## config.mk

```make
export PLATFORM = sky130hd
export DESIGN_NAME = commanded_restart_timer
export DESIGN_NICKNAME = d
export VERILOG_FILES = /design/src/hw/rtl/crt_pkg.sv /design/src/hw/rtl/crt_cmd.sv /design/src/hw/rtl/crt_timer.sv /design/src/hw/rtl/commanded_restart_timer.sv
export SDC_FILE = /design/constraint.sdc
export NUM_CORES = 1
export LEC_CHECK = 0
export ABC_AREA = 1
export ABC_CLOCK_PERIOD_IN_PS = 17150
export BUFFER_PORTS_ARGS = -buffer_cell sky130_fd_sc_hd__buf_2
export CAP_MARGIN = 20
export CELL_PAD_IN_SITES_DETAIL_PLACEMENT = 0
export CELL_PAD_IN_SITES_GLOBAL_PLACEMENT = 1
export CORE_AREA = 5 5 166 168
export CTS_CLUSTER_SIZE = 8
export DETAILED_ROUTE_END_ITERATION = 7
export DIE_AREA = 0 0 171 173
export PLACE_DENSITY = 0.75
export SLEW_MARGIN = 30
export SYNTH_ARGS = -nofsm -noshare
export SYNTH_HDL_FRONTEND = slang
export SYNTH_SLANG_ARGS = --single-unit
```

## constraint.sdc

```tcl
create_clock -name clock -period 17.15 [get_ports clock]
set_input_delay 0.8575 -clock clock [delete_from_list [all_inputs] [get_ports clock]]
set_output_delay 0.8575 -clock clock [all_outputs]
set_load 0.01 [all_outputs]
```

## src/hw/rtl/crt_pkg.sv

```systemverilog
package crt_pkg;

   // Command bytes
   localparam logic [7:0] CMD_SET_TIME   = 8'hFE;
   localparam logic [7:0] CMD_END_SECURE = 8'hFD;

   // Command parser phases
   localparam logic [1:0] PHASE_WAIT   = 2'd0;
   localparam logic [1:0] PHASE_FIRST  = 2'd1;
   localparam logic [1:0] PHASE_SECOND = 2'd2;

   // Input beat kinds
   localparam logic OP_BYTE = 1'b0;
   localparam logic OP_TICK = 1'b1;

   // Register indexes
   localparam logic [1:0] CSR_MIN_RESTART_TIME = 2'd0;
   localparam logic [1:0] CSR_TICKS_PER_UNIT   = 2'd1;
   localparam logic [1:0] CSR_PERIODS_TO_FIRE  = 2'd2;
   localparam logic [1:0] CSR_PULSE_TICKS      = 2'd3;

   // Reset values
   localparam logic [15:0] RST_MIN_RESTART_TIME = 16'd100;
   localparam logic [3:0]  RST_TICKS_PER_UNIT   = 4'd5;
   localparam logic [7:0]  RST_PERIODS_TO_FIRE  = 8'd200;
   localparam logic [15:0] RST_PULSE_TICKS      = 16'd10000;
   localparam logic [15:0] RST_RESTART_TIME     = 16'd10000;

   localparam int TICK_W = 20;

   typedef struct packed {
      logic [15:0] min_restart_time;
      logic [3:0]  ticks_per_unit;
      logic [7:0]  periods_to_fire;
      logic [15:0] pulse_ticks;
   } cfg_type;

   typedef struct packed {
      logic restart_line;
      logic secure_line;
      logic armed;
      logic fired;
      logic time_loaded;
   } result_type;

endpackage

```

## src/hw/rtl/crt_cmd.sv

```systemverilog
module crt_cmd import crt_pkg::*; (
   input  logic        clock,
   input  logic        reset,
   input  logic        byte_en,
   input  logic [7:0]  rx_byte,
   input  logic [15:0] min_restart_time,
   output logic [15:0] restart_time,
   output logic        load
);

   logic [1:0]  phase_ff, phase_in;
   logic [7:0]  high_ff, high_in;
   logic [15:0] time_ff, time_in;
   logic [15:0] cmd_time;

   assign cmd_time = {high_ff, rx_byte};

   // Decode the byte against the current phase
   always_comb begin
      phase_in = phase_ff;
      high_in  = high_ff;
      time_in  = time_ff;
      load     = 1'b0;
      if (byte_en) begin
         if (rx_byte == CMD_SET_TIME) begin
            phase_in = PHASE_FIRST;
         end else if (rx_byte != CMD_END_SECURE) begin
            unique case (phase_ff)
               PHASE_FIRST: begin
                  high_in  = rx_byte;
                  phase_in = PHASE_SECOND;
               end
               PHASE_SECOND: begin
                  // clamp up to the minimum
                  time_in  = (cmd_time < min_restart_time) ? min_restart_time : cmd_time;
                  phase_in = PHASE_WAIT;
                  load     = 1'b1;
               end
               default: begin
                  phase_in = phase_ff;
               end
            endcase
         end
      end
   end

   always_ff @(posedge clock) begin
      if (reset) begin
         phase_ff <= PHASE_WAIT;
         high_ff  <= 8'd0;
         time_ff  <= RST_RESTART_TIME;
      end else begin
         phase_ff <= phase_in;
         high_ff  <= high_in;
         time_ff  <= time_in;
      end
   end

   // The timer sees the time that this beat leaves behind
   assign restart_time = time_in;

endmodule

```

## src/hw/rtl/crt_timer.sv

```systemverilog
module crt_timer import crt_pkg::*; (
   input  logic        clock,
   input  logic        reset,
   input  logic        tick_en,
   input  logic        load,
   input  logic [15:0] restart_time,
   input  cfg_type     cfg,
   output result_type  status
);

   logic [TICK_W-1:0] tick_ff, tick_in;
   logic [7:0]        periods_ff, periods_in;
   logic              armed_ff, armed_in;
   logic [15:0]       pulse_ff, pulse_in;
   logic              restart_ff, restart_in;
   logic              secure_ff, secure_in;
   logic              fired;
   logic [TICK_W-1:0] last_tick;
   logic [7:0]        periods_inc;

   // Last tick index of a period: ticks_per_unit * restart_time
   assign last_tick   = TICK_W'(cfg.ticks_per_unit) * TICK_W'(restart_time);
   assign periods_inc = periods_ff + 8'd1;

   always_comb begin
      tick_in    = tick_ff;
      periods_in = periods_ff;
      armed_in   = armed_ff;
      pulse_in   = pulse_ff;
      restart_in = restart_ff;
      secure_in  = secure_ff;
      fired      = 1'b0;
      if (tick_en) begin
         // run down the pulse, raise the line at its end
         if (pulse_ff != 16'd0) begin
            pulse_in = pulse_ff - 16'd1;
            if (pulse_ff == 16'd1) begin
               restart_in = 1'b1;
            end
         end
         // advance the period count while armed
         if (armed_ff) begin
            if (tick_ff >= last_tick) begin
               tick_in    = '0;
               periods_in = periods_inc;
               if (periods_inc == cfg.periods_to_fire) begin
                  armed_in   = 1'b0;
                  secure_in  = 1'b0;
                  fired      = 1'b1;
                  pulse_in   = cfg.pulse_ticks;
                  restart_in = (cfg.pulse_ticks == 16'd0);
               end
            end else begin
               tick_in = tick_ff + TICK_W'(1);
            end
         end
      end else if (load) begin
         // re-arm with cleared counts
         tick_in    = '0;
         periods_in = 8'd0;
         armed_in   = 1'b1;
      end
   end

   always_ff @(posedge clock) begin
      if (reset) begin
         tick_ff    <= '0;
         periods_ff <= 8'd0;
         armed_ff   <= 1'b0;
         pulse_ff   <= 16'd0;
         restart_ff <= 1'b1;
         secure_ff  <= 1'b1;
      end else begin
         tick_ff    <= tick_in;
         periods_ff <= periods_in;
         armed_ff   <= armed_in;
         pulse_ff   <= pulse_in;
         restart_ff <= restart_in;
         secure_ff  <= secure_in;
      end
   end

   assign status.restart_line = restart_in;
   assign status.secure_line  = secure_in;
   assign status.armed        = armed_in;
   assign status.fired        = fired;
   assign status.time_loaded  = load;

endmodule

```

## src/hw/rtl/commanded_restart_timer.sv

```systemverilog
// Pipeline: an accepted beat passes the input register, then the result
// register, whose contents drive rsp_*.
// Throughput: one beat per cycle while rsp_stall does not hold the result
// register; every beat, byte or tick, updates the parser and timer state as it steps.
// Reset: synchronous, active high; returns parser, timer and config state to
// their default values and empties both stages; beat and result data are not reset.
module commanded_restart_timer import crt_pkg::*; (
   input  logic        clock,
   input  logic        reset,
   input  logic        req_valid,
   output logic        req_stall,
   input  logic        req_op,
   input  logic [7:0]  req_rx_byte,
   output logic        rsp_valid,
   input  logic        rsp_stall,
   output logic        rsp_restart_line,
   output logic        rsp_secure_line,
   output logic        rsp_armed,
   output logic        rsp_fired,
   output logic        rsp_time_loaded,
   input  logic        csr_valid,
   output logic        csr_ready,
   input  logic [1:0]  csr_index,
   input  logic [15:0] csr_data
);

   cfg_type     cfg_ff;
   logic        in_valid_ff;
   logic        in_op_ff;
   logic [7:0]  in_byte_ff;
   logic        out_valid_ff;
   result_type  out_ff;
   result_type  status;
   logic        advance;
   logic        step;
   logic        take;
   logic [15:0] restart_time;
   logic        load;

   assign csr_ready = 1'b1;

   // Register writes
   always_ff @(posedge clock) begin
      if (reset) begin
         cfg_ff.min_restart_time <= RST_MIN_RESTART_TIME;
         cfg_ff.ticks_per_unit   <= RST_TICKS_PER_UNIT;
         cfg_ff.periods_to_fire  <= RST_PERIODS_TO_FIRE;
         cfg_ff.pulse_ticks      <= RST_PULSE_TICKS;
      end else if (csr_valid) begin
         unique case (csr_index)
            CSR_MIN_RESTART_TIME: cfg_ff.min_restart_time <= csr_data;
            CSR_TICKS_PER_UNIT:   cfg_ff.ticks_per_unit   <= csr_data[3:0];
            CSR_PERIODS_TO_FIRE:  cfg_ff.periods_to_fire  <= csr_data[7:0];
            CSR_PULSE_TICKS:      cfg_ff.pulse_ticks      <= csr_data;
            default:              cfg_ff.pulse_ticks      <= cfg_ff.pulse_ticks;
         endcase
      end
   end

   // Handshake: the result register frees up when empty or taken
   assign advance   = !out_valid_ff || !rsp_stall;
   assign step      = in_valid_ff && advance;
   assign req_stall = in_valid_ff && !advance;
   assign take      = req_valid && !req_stall;

   // Input register
   always_ff @(posedge clock) begin
      if (reset) begin
         in_valid_ff <= 1'b0;
      end else if (take) begin
         in_valid_ff <= 1'b1;
      end else if (advance) begin
         in_valid_ff <= 1'b0;
      end
   end

   always_ff @(posedge clock) begin
      if (take) begin
         in_op_ff   <= req_op;
         in_byte_ff <= req_rx_byte;
      end
   end

   crt_cmd u_cmd (
      .clock            (clock),
      .reset            (reset),
      .byte_en          (step && (in_op_ff == OP_BYTE)),
      .rx_byte          (in_byte_ff),
      .min_restart_time (cfg_ff.min_restart_time),
      .restart_time     (restart_time),
      .load             (load)
   );

   crt_timer u_timer (
      .clock        (clock),
      .reset        (reset),
      .tick_en      (step && (in_op_ff == OP_TICK)),
      .load         (load),
      .restart_time (restart_time),
      .cfg          (cfg_ff),
      .status       (status)
   );

   // Result register
   always_ff @(posedge clock) begin
      if (reset) begin
         out_valid_ff <= 1'b0;
      end else if (advance) begin
         out_valid_ff <= step;
      end
   end

   always_ff @(posedge clock) begin
      if (step) begin
         out_ff <= status;
      end
   end

   assign rsp_valid        = out_valid_ff;
   assign rsp_restart_line = out_ff.restart_line;
   assign rsp_secure_line  = out_ff.secure_line;
   assign rsp_armed        = out_ff.armed;
   assign rsp_fired        = out_ff.fired;
   assign rsp_time_loaded  = out_ff.time_loaded;

endmodule

```

== Word level (Yosys, flattened, before mapping) ==
Cells that the tools add are included.
Word-level totals
  register bits after elaboration: 133
  input bits: 32
  word-level logic and storage cells: 109
Operators by class
  add/sub/neg operators: 3
  bitwise gates (word level): 2
  reduce and logical (&&, ||, !) cells: 26
  magnitude comparators: 2
  multiply operators: 1
  eq/ne operators: 11
  mux-type cells: 42
Operators with widths (count)
  two-way mux 16 bit: 9
  two-way mux 20 bit: 4
  two-way mux 8 bit: 4
  two-way mux 1 bit: 22
  adder 20 x 1 -> 20 bit, second input constant: 1
  >= comparator 20 bit: 1
  multiplier 4 x 16 -> 20 bit: 1
  == test 16 x 1 -> 1 bit, second input constant: 1
  zero test 16 bit: 1
  less-than comparator 16 bit: 1
  nonzero test 16 bit: 1
  subtractor 16 x 1 -> 16 bit, second input constant: 1
  AND reduction 2 bit: 5
  AND reduction 3 bit: 3
  adder 8 x 1 -> 8 bit, second input constant: 1
  == test 8 bit: 1
  == test 8 bit, second input constant: 1
  inequality test 8 bit, second input constant: 1
  == test 2 bit, second input constant: 3
  nonzero test 2 bit: 3
  logical AND 1 bit: 5
  == test 2 x 1 -> 1 bit, second input constant: 2
  zero test 1 bit: 4
  two-way mux 2 bit: 2
  other kinds (7): 9

== Longest topological paths before layout ==
Gate-level depths: netlist of the first run.
  word-level depth: 11
  mapped depth: 41
  mapped depth without buffers: 40

== By module ==
From an unflattened synthesis of the first run, not the netlist that was laid out.
Second synthesis, totals
  cells, all modules: 1442
  area, all modules: 9893.2 um^2
Modules (own cells, without submodules)
  crt_timer: sequential area each 940.9 um^2, cells an instance 887, area an instance 5709.2 um^2, times used 1
  commanded_restart_timer: sequential area each 1341.3 um^2, cells an instance 297, area an instance 2324.7 um^2, times used 1
  crt_cmd: sequential area each 520.5 um^2, cells an instance 258, area an instance 1859.3 um^2, times used 1

== Least setup slack after synthesis of the first run ==
OpenSTA, ideal clock, no wires.
  path type: input -> register
  from: input port rsp_stall
  to: register u_timer.tick_ff[8]
  arrival: 6286 ps
  setup slack: 10787 ps
  path buffers: 2
  cell stages on the path: 32
  required time: 17072 ps
  setup time: 78 ps
  cells stage by stage: a21oi_2 nand2_1 nor2_1 nand2_1 clkinv_1 buf_2 nand3_1 o21ai_0 nor2_1 fa_1 inv_1 fa_1 inv_1 ha_1 a21oi_1 nand2_1 a31oi_1 o21ai_0 a21boi_0 o21ai_0 xnor2_1 ha_1 a21oi_1 o21ai_0 a21oi_1 nand4_2 nand2_1 nand2_1 inv_2 nand2_1 buf_2 nor3_1
On the way
  cells in the longest elaborated chain, start to end: 10
  elaborated cells on any way between the ends: 15
  those cells by class: mul: 1; order compare: 1; eq/ne: 1; mux: 5; reduce/logical: 7
Ends and longest elaborated chain
  from (decl): line commanded_restart_timer.sv:15  | input logic rsp_stall,
  zero test 1 bit (*): line commanded_restart_timer.sv:61  | assign advance = !out_valid_ff || !rsp_stall;
  logical OR 1 bit (*): line commanded_restart_timer.sv:61
  logical AND 1 bit (*): line commanded_restart_timer.sv:62  | assign step = in_valid_ff && advance;
  logical AND 1 bit: line commanded_restart_timer.sv:87  | .byte_en (step && (in_op_ff == OP_BYTE)),
  two-way mux 16 bit: line crt_cmd.sv:24  | if (byte_en) begin
  multiplier 4 x 16 -> 20 bit: line crt_timer.sv:22  | assign last_tick = TICK_W'(cfg.ticks_per_unit) * TICK_W'(restart_time);
  >= comparator 20 bit: line crt_timer.sv:43  | if (tick_ff >= last_tick) begin
  two-way mux 20 bit: line crt_timer.sv:43
  two-way mux 20 bit: line crt_timer.sv:42  | if (armed_ff) begin
  two-way mux 20 bit: line crt_timer.sv:33  | if (tick_en) begin
  to (signal assigned): line crt_timer.sv:74  | tick_ff <= tick_in;
  to (decl): line crt_timer.sv:11  | logic [TICK_W-1:0] tick_ff, tick_in;
Every way passes the cells marked *; elsewhere a longest branch is shown, timed or not. The select of a mux whose other input is x is not followed.
A chain may end at the register's enable or synchronous reset.

== Final worst setup path of the first run ==
  from: register, netlist name cfg_ff[41]
  to: register u_timer.tick_ff[7]
On the way
  cells in the longest elaborated chain, start to end: 11
Ends and longest elaborated chain
  less-than comparator 16 bit: line crt_cmd.sv:35  | time_in = (cmd_time < min_restart_time) ? min_restart_time : cmd_time;
  two-way mux 16 bit (*): line crt_cmd.sv:35
  two-way mux 16 bit (*): line crt_cmd.sv:28  | unique case (phase_ff)
  two-way mux 16 bit (*): line crt_cmd.sv:27  | end else if (rx_byte != CMD_END_SECURE) begin
  two-way mux 16 bit (*): line crt_cmd.sv:25  | if (rx_byte == CMD_SET_TIME) begin
  two-way mux 16 bit (*): line crt_cmd.sv:24
  multiplier 4 x 16 -> 20 bit (*): line crt_timer.sv:22
  >= comparator 20 bit (*): line crt_timer.sv:43
  two-way mux 20 bit (*): line crt_timer.sv:43
  two-way mux 20 bit (*): line crt_timer.sv:42
  two-way mux 20 bit (*): line crt_timer.sv:33
Marked as above.

==> key figures, run 1 <==
Global route
  • Largest net degree at the start of global routing: 65
  • GRT Resource Usage Total: 0.166
  • First-pass GRT wire length: 39600 um
  • Initial antenna violation count: 0
  • Vias in the first global route: 7656
  • GRT overflow: 0

Yosys
  • Post-synth ARST share: 0
  • EDFF count, synth: 14
  • Synth Flop Type: dfxtp_1
  • Simple-gate area share of the yosys netlist: 0.266
  • Largest family of logic cells by synthesized area: simple AND/OR/NAND/NOR gates
  • Post-Synth Adder-Cell Area: 0.155
  • Post-Synthesis Cell Area: ~0.0089 mm2
  • Mapped Avg Cell Area: 7.15 um2
  • Compound-Gate Fraction of Synth Area: 0.134
  • XOR/XNOR share of the synthesized area: 0.0373
  • Post-synthesis sequential area ratio: 0.314
  • Yosys cell types: 46
  • Synthesized instance count: 1250
  • #FFs+latches synth: ~130
  • Synth warn: 0
  • Mux share of post-synthesis cell area: 0
  • Syn nets: 1376

STA
  • WHS: 0.474 ns
  • Final hold violations: 0
  • Tightest Pin Transition: 0.835 ns
  • Final setup TNS: 0 ns
  • RSZ-0062 raised after global routing: false
  • Final min period: 8.15 ns
  • Max_slew headroom: 0.443
  • Fin. max-slew vios: 0
  • Max Fclk: 0.123 GHz
  • Tcrit/Tclk final: 0.475
  • Final setup violation count: 0
  • Worst Skew: roughly 0.027 ns

Clock tree
  • Clk buf depth: 2
  • CTS sink cnt: 133
  • Number of CTS-inserted buffers: 17
  • Post-CTS Setup Bufs: 0
  • Clock tree from TritonCTS: built
  • Post-CTS Resized: 0
  • Root Driver: clkbuf_16
  • Depth of the CTS H-tree: 4
  • Worst-Skew Late Latency: ~0.44 ns
  • CTS clk-pin slew, worst paths: approximately 0.070 ns
  • Hold buffers post-CTS: 0

Drt
  • Pre-antenna DRT Iters: 5
  • Routed Antenna Nets: 0
  • Drt drc: 0
  • Starting DRT DRC Count: 406
  • Vias: 7955
  • Drt via density: between 4 and 5
  • WL final: approximately 24000 um
  • DR WL/cell: roughly 15 um

Worst setup path
  • Worst path max stage delay: 0.65 ns
  • Crit-path leading delay family: compound AO/OA/AOI/OAI gates
  • Critical R2R Launch: cfg_ff[41]
  • R2R setup slack: 9.00 ns
  • Slowest CP cell: a41oi_2
  • Worst EP arrival: 8.48 ns
  • Crit Path Max Fanout: 19
  • Most used cell, CP: nand2_1
  • Worst Path Buf+Inv: 4
  • R2r endpoint: u_timer.tick_ff[7]
  • Critical Path RT: 17.48 ns
  • Startpoint Class: register
  • Setup CP Type: register to register
  • CP endpoint kind: register
  • Cells on worst reg2reg path: 32

Cells and area
  • Share of cells above drive strength 1: 0.0733
  • Layout area overhead: 11.7%
  • Fin nets: ~1400
  • Antenna Cells: 0

Floorplanning
  • Placeable Area: 0.0258 mm2
  • Die area: 0.0296 mm2
  • Initial Util: 0.347
  • I/O pin total: 40
  • Site row count: 59
  • Die height: 173 um
  • Die W: 171 um

Placement
  • Port buffer count: 38
  • Placer Congestion: approximately 0.87
  • HPWL after DPL: 18500 um

Min path
  • Hold path depth: 2
  • HP Class: register to register
  • Hold EP: cfg_ff[21]
  • Hold_sp: cfg_ff[21]

Power
  • Leakage power total: 0.00448 uW
  • VDD IR-drop max: ~63 uV
  • PD cells: 83.4 mW/mm2

Flow run
  • Maxcap violations: 0

Status
  • Outcome: finished clean
worst max path at each step:
stage,from,to,slack [ns],depth (start not counted)
floorplan,rsp_stall,u_timer.tick_ff[8],10.79,32
detailed placement,rsp_stall,u_timer.tick_ff[7],8.92,32
global route,cfg_ff[41],u_timer.tick_ff[8],8.17,32
global placement,rsp_stall,u_timer.tick_ff[9],9.07,33
CTS,cfg_ff[41],u_timer.tick_ff[7],8.99,32
finish,cfg_ff[41],u_timer.tick_ff[7],9.00,32
final cells by class:
cell class,count,area (um2)
Fill cell,2734,15800
Multi-Input combinational cell,901,5300
Sequential cell,133,2800
Inverter,173,649
Clock buffer,18,439
Tap cell,335,419
Timing Repair Buffer,43,228
Clock inverter,14,141
power by group:
part | switching [uW] | internal [uW] | leakage (uW)
sequential | 8.70 | 324 | 0.00110
clock | 160 | 208 | 0.000290
combinational | 84.5 | 46.4 | 0.00310
cells in the mapped netlist (2+ instances only):
cell type	instances	area, um2
or2_2	3	18.8
nand2_1	224	841
buf_4	2	15.0
a21oi_1	100	500
xor2_1	26	228
nor2_2	2	12.5
buf_1	2	7.51
fa_1	28	561
o21bai_1	2	15.0
nand4_1	27	169
o21a_1	2	15.0
edfxtp_1	14	420
clkinv_1	2	7.51
xnor2_1	12	105
inv_2	4	15.0
buf_2	9	45.0
nand3b_1	2	15.0
dfxtp_1	119	2380
o21ai_0	87	435
nor3_1	17	85.1
o211ai_1	21	158
clkbuf_1	29	109
inv_1	167	627
nor4_1	9	56.3
ha_1	66	826
nor2_1	157	589
nand3_1	98	490
through the flow:
step | worst slack [ns] | utilization | cells | area [um2] | power [uW]
final | 9.00 | 0.387 | 1617 | 9980 | 832
after global routing | 8.17 | 0.387 | 1617 | 9980 | 878
after CTS | 8.99 | 0.387 | 1617 | 9980 | 841
after detailed placement | 8.92 | 0.365 | 1585 | 9400 | 470
after global placement | 9.07 | 0.365 | 1585 | 9390 | 470
after floorplan | 10.79 | - | 1250 | 8930 | 436
layer usage:
metal	routed length (um)	global-route usage	part of all wire
met5	0	0	0
met4	294	0.0350	0.012
met1	12000	0.232	0.50
met3	940	0.0290	0.039
met2	10900	0.268	0.45
state kept, by name (all words and copies together), names as in the netlist:
name and count:
cfg_ff 44, in_byte_ff 8, in_op_ff 1, in_valid_ff 1, rsp_armed 1, rsp_fired 1
rsp_restart_line 1, rsp_secure_line 1, rsp_time_loaded 1, rsp_valid 1, u_cmd.high_ff 8, u_cmd.phase_ff 2
u_cmd.time_ff 16, u_timer.armed_ff 1, u_timer.periods_ff 8, u_timer.pulse_ff 16, u_timer.restart_ff 1, u_timer.secure_ff 1
u_timer.tick_ff 20
worst reg2reg max path, delay by kind of cell, from the launching register on:
kind | cells | cell delay [ns]
AND/OR/NAND/NOR | 10 | 2.56
buffers and inverters | 4 | 0.33
AO/OA/AOI/OAI | 12 | 2.56
flip-flops | 1 | 0.33
XOR/XNOR | 1 | 0.23
adder cells (fa/ha/maj) | 5 | 2.04
kinds of logic after synthesis:
logic type	after synthesis
xor gates and xnor gates	38
and+or+nand+nor	548
buffers and inverters	216
AOI/OAI and AO/OA	220
other	1
DFF	133
adders and majority gates	94
layout by cell type (no fill, tap or decap), types with 3 or more instances in the layout:
cell type and instances:
a21oi_1 100, buf_2 38, buf_4 5, clkbuf_16 17, clkinv_1 3, clkinv_4 4, dfxtp_1 119, edfxtp_1 14
fa_1 28, ha_1 66, inv_1 166, inv_2 4, inv_6 5, nand2_1 224, nand3_1 98, nand4_1 27
nor2_1 157, nor3_1 16, nor4_1 9, o211ai_1 21, o21ai_0 87, or2_2 3, xnor2_1 12, xor2_1 26
(Power assumes the default switching activity.)
==> run 2, diff against run 1 <==
Settings changed: ABC_AREA 1 to 0, ABC_CLOCK_PERIOD_IN_PS 17150 to 8400, CORE_AREA 5 5 166 168 to 5 5 172 174, DIE_AREA 0 0 171 173 to 0 0 177 179, PLACE_DENSITY 0.75 to 0.73.
Clock period 17.15 ns to 8.4 ns, I/O delays scaled along.
==> run 2 against run 1 <==
  * Utilization increased by 0.17 points
  * Final cell count decreased by 2.8%
  * Critical path type unchanged
  * Area after synthesis increased by 7.0%
  * Count of clock-buffer cells in the layout increased by 1
  * Sequential share of layout area decreased by 2.0 points
==> key figures, run 2 <==
Worst setup path
  • Setup CP Type: register to register
  • Worst path max stage delay: 0.68 ns (+0.03 ns)
  • Crit Path Max Fanout: 16 (-3)
  • Most used cell, CP: inv_1
  • CP endpoint kind: register
  • Cells on worst reg2reg path: 28 (-13%)
  • Worst Path Buf+Inv: 5 (+1)
  • Worst EP arrival: 8.31 ns (-0.17 ns)
  • Critical path depth: 28 (-13%)
  • Critical path endpoint: u_timer.pulse_ff[12]
  • Slowest CP cell: a311oi_1
  • Startpoint Class: register
  • Critical R2R Launch: cfg_ff[43]
  • R2R setup slack: 0.39 ns (-8.61 ns)
  • Crit-path leading delay family: compound AO/OA/AOI/OAI gates
  • Critical Path RT: 8.70 ns (-8.78 ns)
  • CP startpoint: cfg_ff[43]
  • R2r endpoint: u_timer.pulse_ff[12]

Yosys
  • Synthesized instance count: 1169 (-6.5%)
  • Post-Synthesis Cell Area: 0.00956 mm2 (+7.0%)
  • Cell taking the most area after synthesis: dfxtp_1
  • #FFs+latches synth: 133 (unchanged)
  • Synth warn: 0 (unchanged)
  • Mux share of post-synthesis cell area: 0.0153 (+0.0153)
  • Most common cell in the netlist: nand2_1
  • Syn nets: 1295 (-5.9%)
  • Post-Synth Adder-Cell Area: 0.145 (-0.0102)
  • Simple-gate area share of the yosys netlist: 0.254 (-0.0119)
  • Compound-Gate Fraction of Synth Area: 0.191 (+0.0571)
  • Top-area cell type share of the netlist area: 0.249 (-0.0175)
  • Top cells by area, synth: dfxtp_1 25%, ha_1 8.6%, nand2_1 6.3%
  • EDFF count, synth: 14 (unchanged)
  • Post-synth top cells: 160 x nand2_1, 119 x dfxtp_1, 92 x inv_1, 79 x a21oi_1, 70 x o21ai_0
  • Largest family of logic cells by synthesized area: simple AND/OR/NAND/NOR gates
  • Mapped Avg Cell Area: 8.18 um2 (+14%)
  • Post-synth ARST share: 0 (unchanged)
  • Yosys cell types: 88 (+91%)
  • Post-synthesis sequential area ratio: 0.293 (-0.0206)
  • Synth Flop Type: dfxtp_1
  • XOR/XNOR share of the synthesized area: 0.0321 (-0.00519)

Cells and area
  • Top flop regs: cfg_ff: 44 flops, u_timer.tick_ff: 20 flops
  • Fin nets: 1307 (-6.3%)
  • Antenna Cells: 0 (unchanged)
  • Highest-count cells in the layout ignoring fill and taps: 160 x nand2_1, 119 x dfxtp_1, 91 x inv_1, 79 x a21oi_1, 70 x o21ai_0
  • Number of flip-flops in the largest register: 44 (unchanged)
  • Layout area overhead: 12.4%
  • Most flops, register: cfg_ff
  • Commonest non-fill, non-tap cell in the layout: nand2_1
  • Share of cells above drive strength 1: 0.123 (+0.0498)

Floorplanning
  • I/O pin total: 40 (unchanged)
  • Die W: 177 um (+3.5%)
  • Die height: 179 um (+3.5%)
  • Die area: 0.0317 mm2 (+7.1%)
  • Initial Util: 0.346 (-0.000722)
  • Site row count: 61 (+3.4%)
  • Placeable Area: 0.0276 mm2 (+7.2%)

Placement
  • Setup slack after placement: 0.121 ns (-8.80 ns)
  • HPWL after DPL: 19800 um (+7.3%)
  • Placer Congestion: 0.885 (+2.3%)
  • Port buffer count: 38 (unchanged)

Power
  • VDD IR-drop max: 199 uV (+220%)
  • Total Power: 2020 uW (+140%)
  • PD cells: 188 mW/mm2 (+120%)
  • Leakage power total: 0.00418 uW (-6.8%)

STA
  • Max Fclk: 0.125 GHz (+1.8%)
  • Max_slew headroom: 0.334 (-0.110)
  • Final min period: 8.01 ns (-0.142 ns)
  • WHS: 0.166 ns (-0.308 ns)
  • Tcrit/Tclk final: 0.954 (+0.478)
  • Setup slack after layout: 0.390 ns (-8.61 ns)
  • Final setup violation count: 0 (unchanged)
  • Worst Skew: 0.0131 ns (-0.0143 ns)
  • Fin. max-slew vios: 0 (unchanged)
  • Final hold violations: 0 (unchanged)
  • Tightest Pin Transition: 0.997 ns (+0.162 ns)

Global route
  • First-pass GRT wire length: 43300 um (+9.5%)
  • GRT overflow: 0 (unchanged)
  • Largest net degree at the start of global routing: 65 (unchanged)
  • GRT Resource Usage Total: 0.171 (+0.00486)
  • Initial antenna violation count: 0 (unchanged)
  • Vias in the first global route: 7999 (+4.5%)

Clock tree
  • Hold buffers post-CTS: 0 (unchanged)
  • Clock tree from TritonCTS: built
  • Depth of the CTS H-tree: 4 (unchanged)
  • Worst-Skew Late Latency: 0.42 ns (-0.02 ns)
  • CTS clk-pin slew, worst paths: 0.07 ns (about the same)
  • CTS sink cnt: 133 (unchanged)
  • Number of CTS-inserted buffers: 17 (unchanged)
  • Root Driver: clkbuf_16
  • Clk buf depth: 2 (unchanged)

Drt
  • Drt drc: 0 (unchanged)
  • Drt via density: 5.46 (+11%)
  • Pre-antenna DRT Iters: 5 (unchanged)
  • Vias: 8581 (+7.9%)
  • DR WL/cell: 17.1 um (+15%)
  • WL final: 26900 um (+12%)
  • Routed Antenna Nets: 0 (unchanged)
  • Starting DRT DRC Count: 530 (+31%)

Status
  • Outcome: finished clean

Min path
  • HP Class: input pin to register

Flow run
  • Maxcap violations: 0 (unchanged)
## run 2: cell types whose count changed after synthesis, moves of 21 or more
cell	previous run	this run
nor2_1	157	58
nor3_1	17	56
a311oi_1	0	24
inv_1	167	92
a21oi_1	100	79
nand3_1	98	42
nand2_1	224	160
## run 2: worst min path at each step
stage                     slack (ns)  depth (start not counted)           endpoint              start
after global placement          0.42                          1  u_timer.secure_ff  u_timer.secure_ff
after floorplan                 0.42                          1  u_timer.secure_ff  u_timer.secure_ff
final                           0.17                          1      in_byte_ff[7]     req_rx_byte[7]
after detailed placement        0.43                          1  u_timer.secure_ff  u_timer.secure_ff
after global routing            0.15                          1      in_byte_ff[0]     req_rx_byte[0]
after CTS                       0.16                          1      in_byte_ff[7]     req_rx_byte[7]
## run 2: cells by family after synthesis
logic type / after synthesis
fa+ha+maj: 94
compound gates: 276
buf+inv: 154
mux: 14
other cells: 1
flops: 133
simple gates: 462
xor+xnor: 35
## run 2: layout make-up
type,instances,area (um2)
Clock inverter,13,97.6
Timing Repair Buffer,53,303
Fill cell,2959,16900
Tap cell,378,473
Clock buffer,19,433
Inverter,94,357
Multi-Input combinational cell,882,6280
Sequential cell,133,2800
## run 2: power by group
group / switching, uW / internal (uW) / total [uW]
registers: 49.2 / 679 / 728
logic: 341 / 252 / 594
clock network: 312 / 381 / 694
total: 703 / 1310 / 2020
## run 2: layer usage
metal	wire length, um	track usage	vias up
met2	12700	0.281	206
met5	0	0	-
met4	515	0.0435	0
li1	-	-	4234
met3	1220	0.0280	33
met1	12400	0.234	4108
## run 2: through the flow
stage	TNS, ns	util	cell area [um2]	std cells
floorplan	0	-	9560	1169
global placement	0	0.363	10000	1538
detailed placement	0	0.363	10000	1538
CTS	0	0.382	10600	1570
global route	-0.0471	0.389	10700	1572
finish	0	0.389	10700	1572
## run 2: timing repair
| item | 4_1_cts | 5_1_grt |
|---|---|---|
| setup endpoints to repair | 0 | 42 |
| gates resized for setup | 0 | 27 |
| buffers inserted | 0 | 2 |
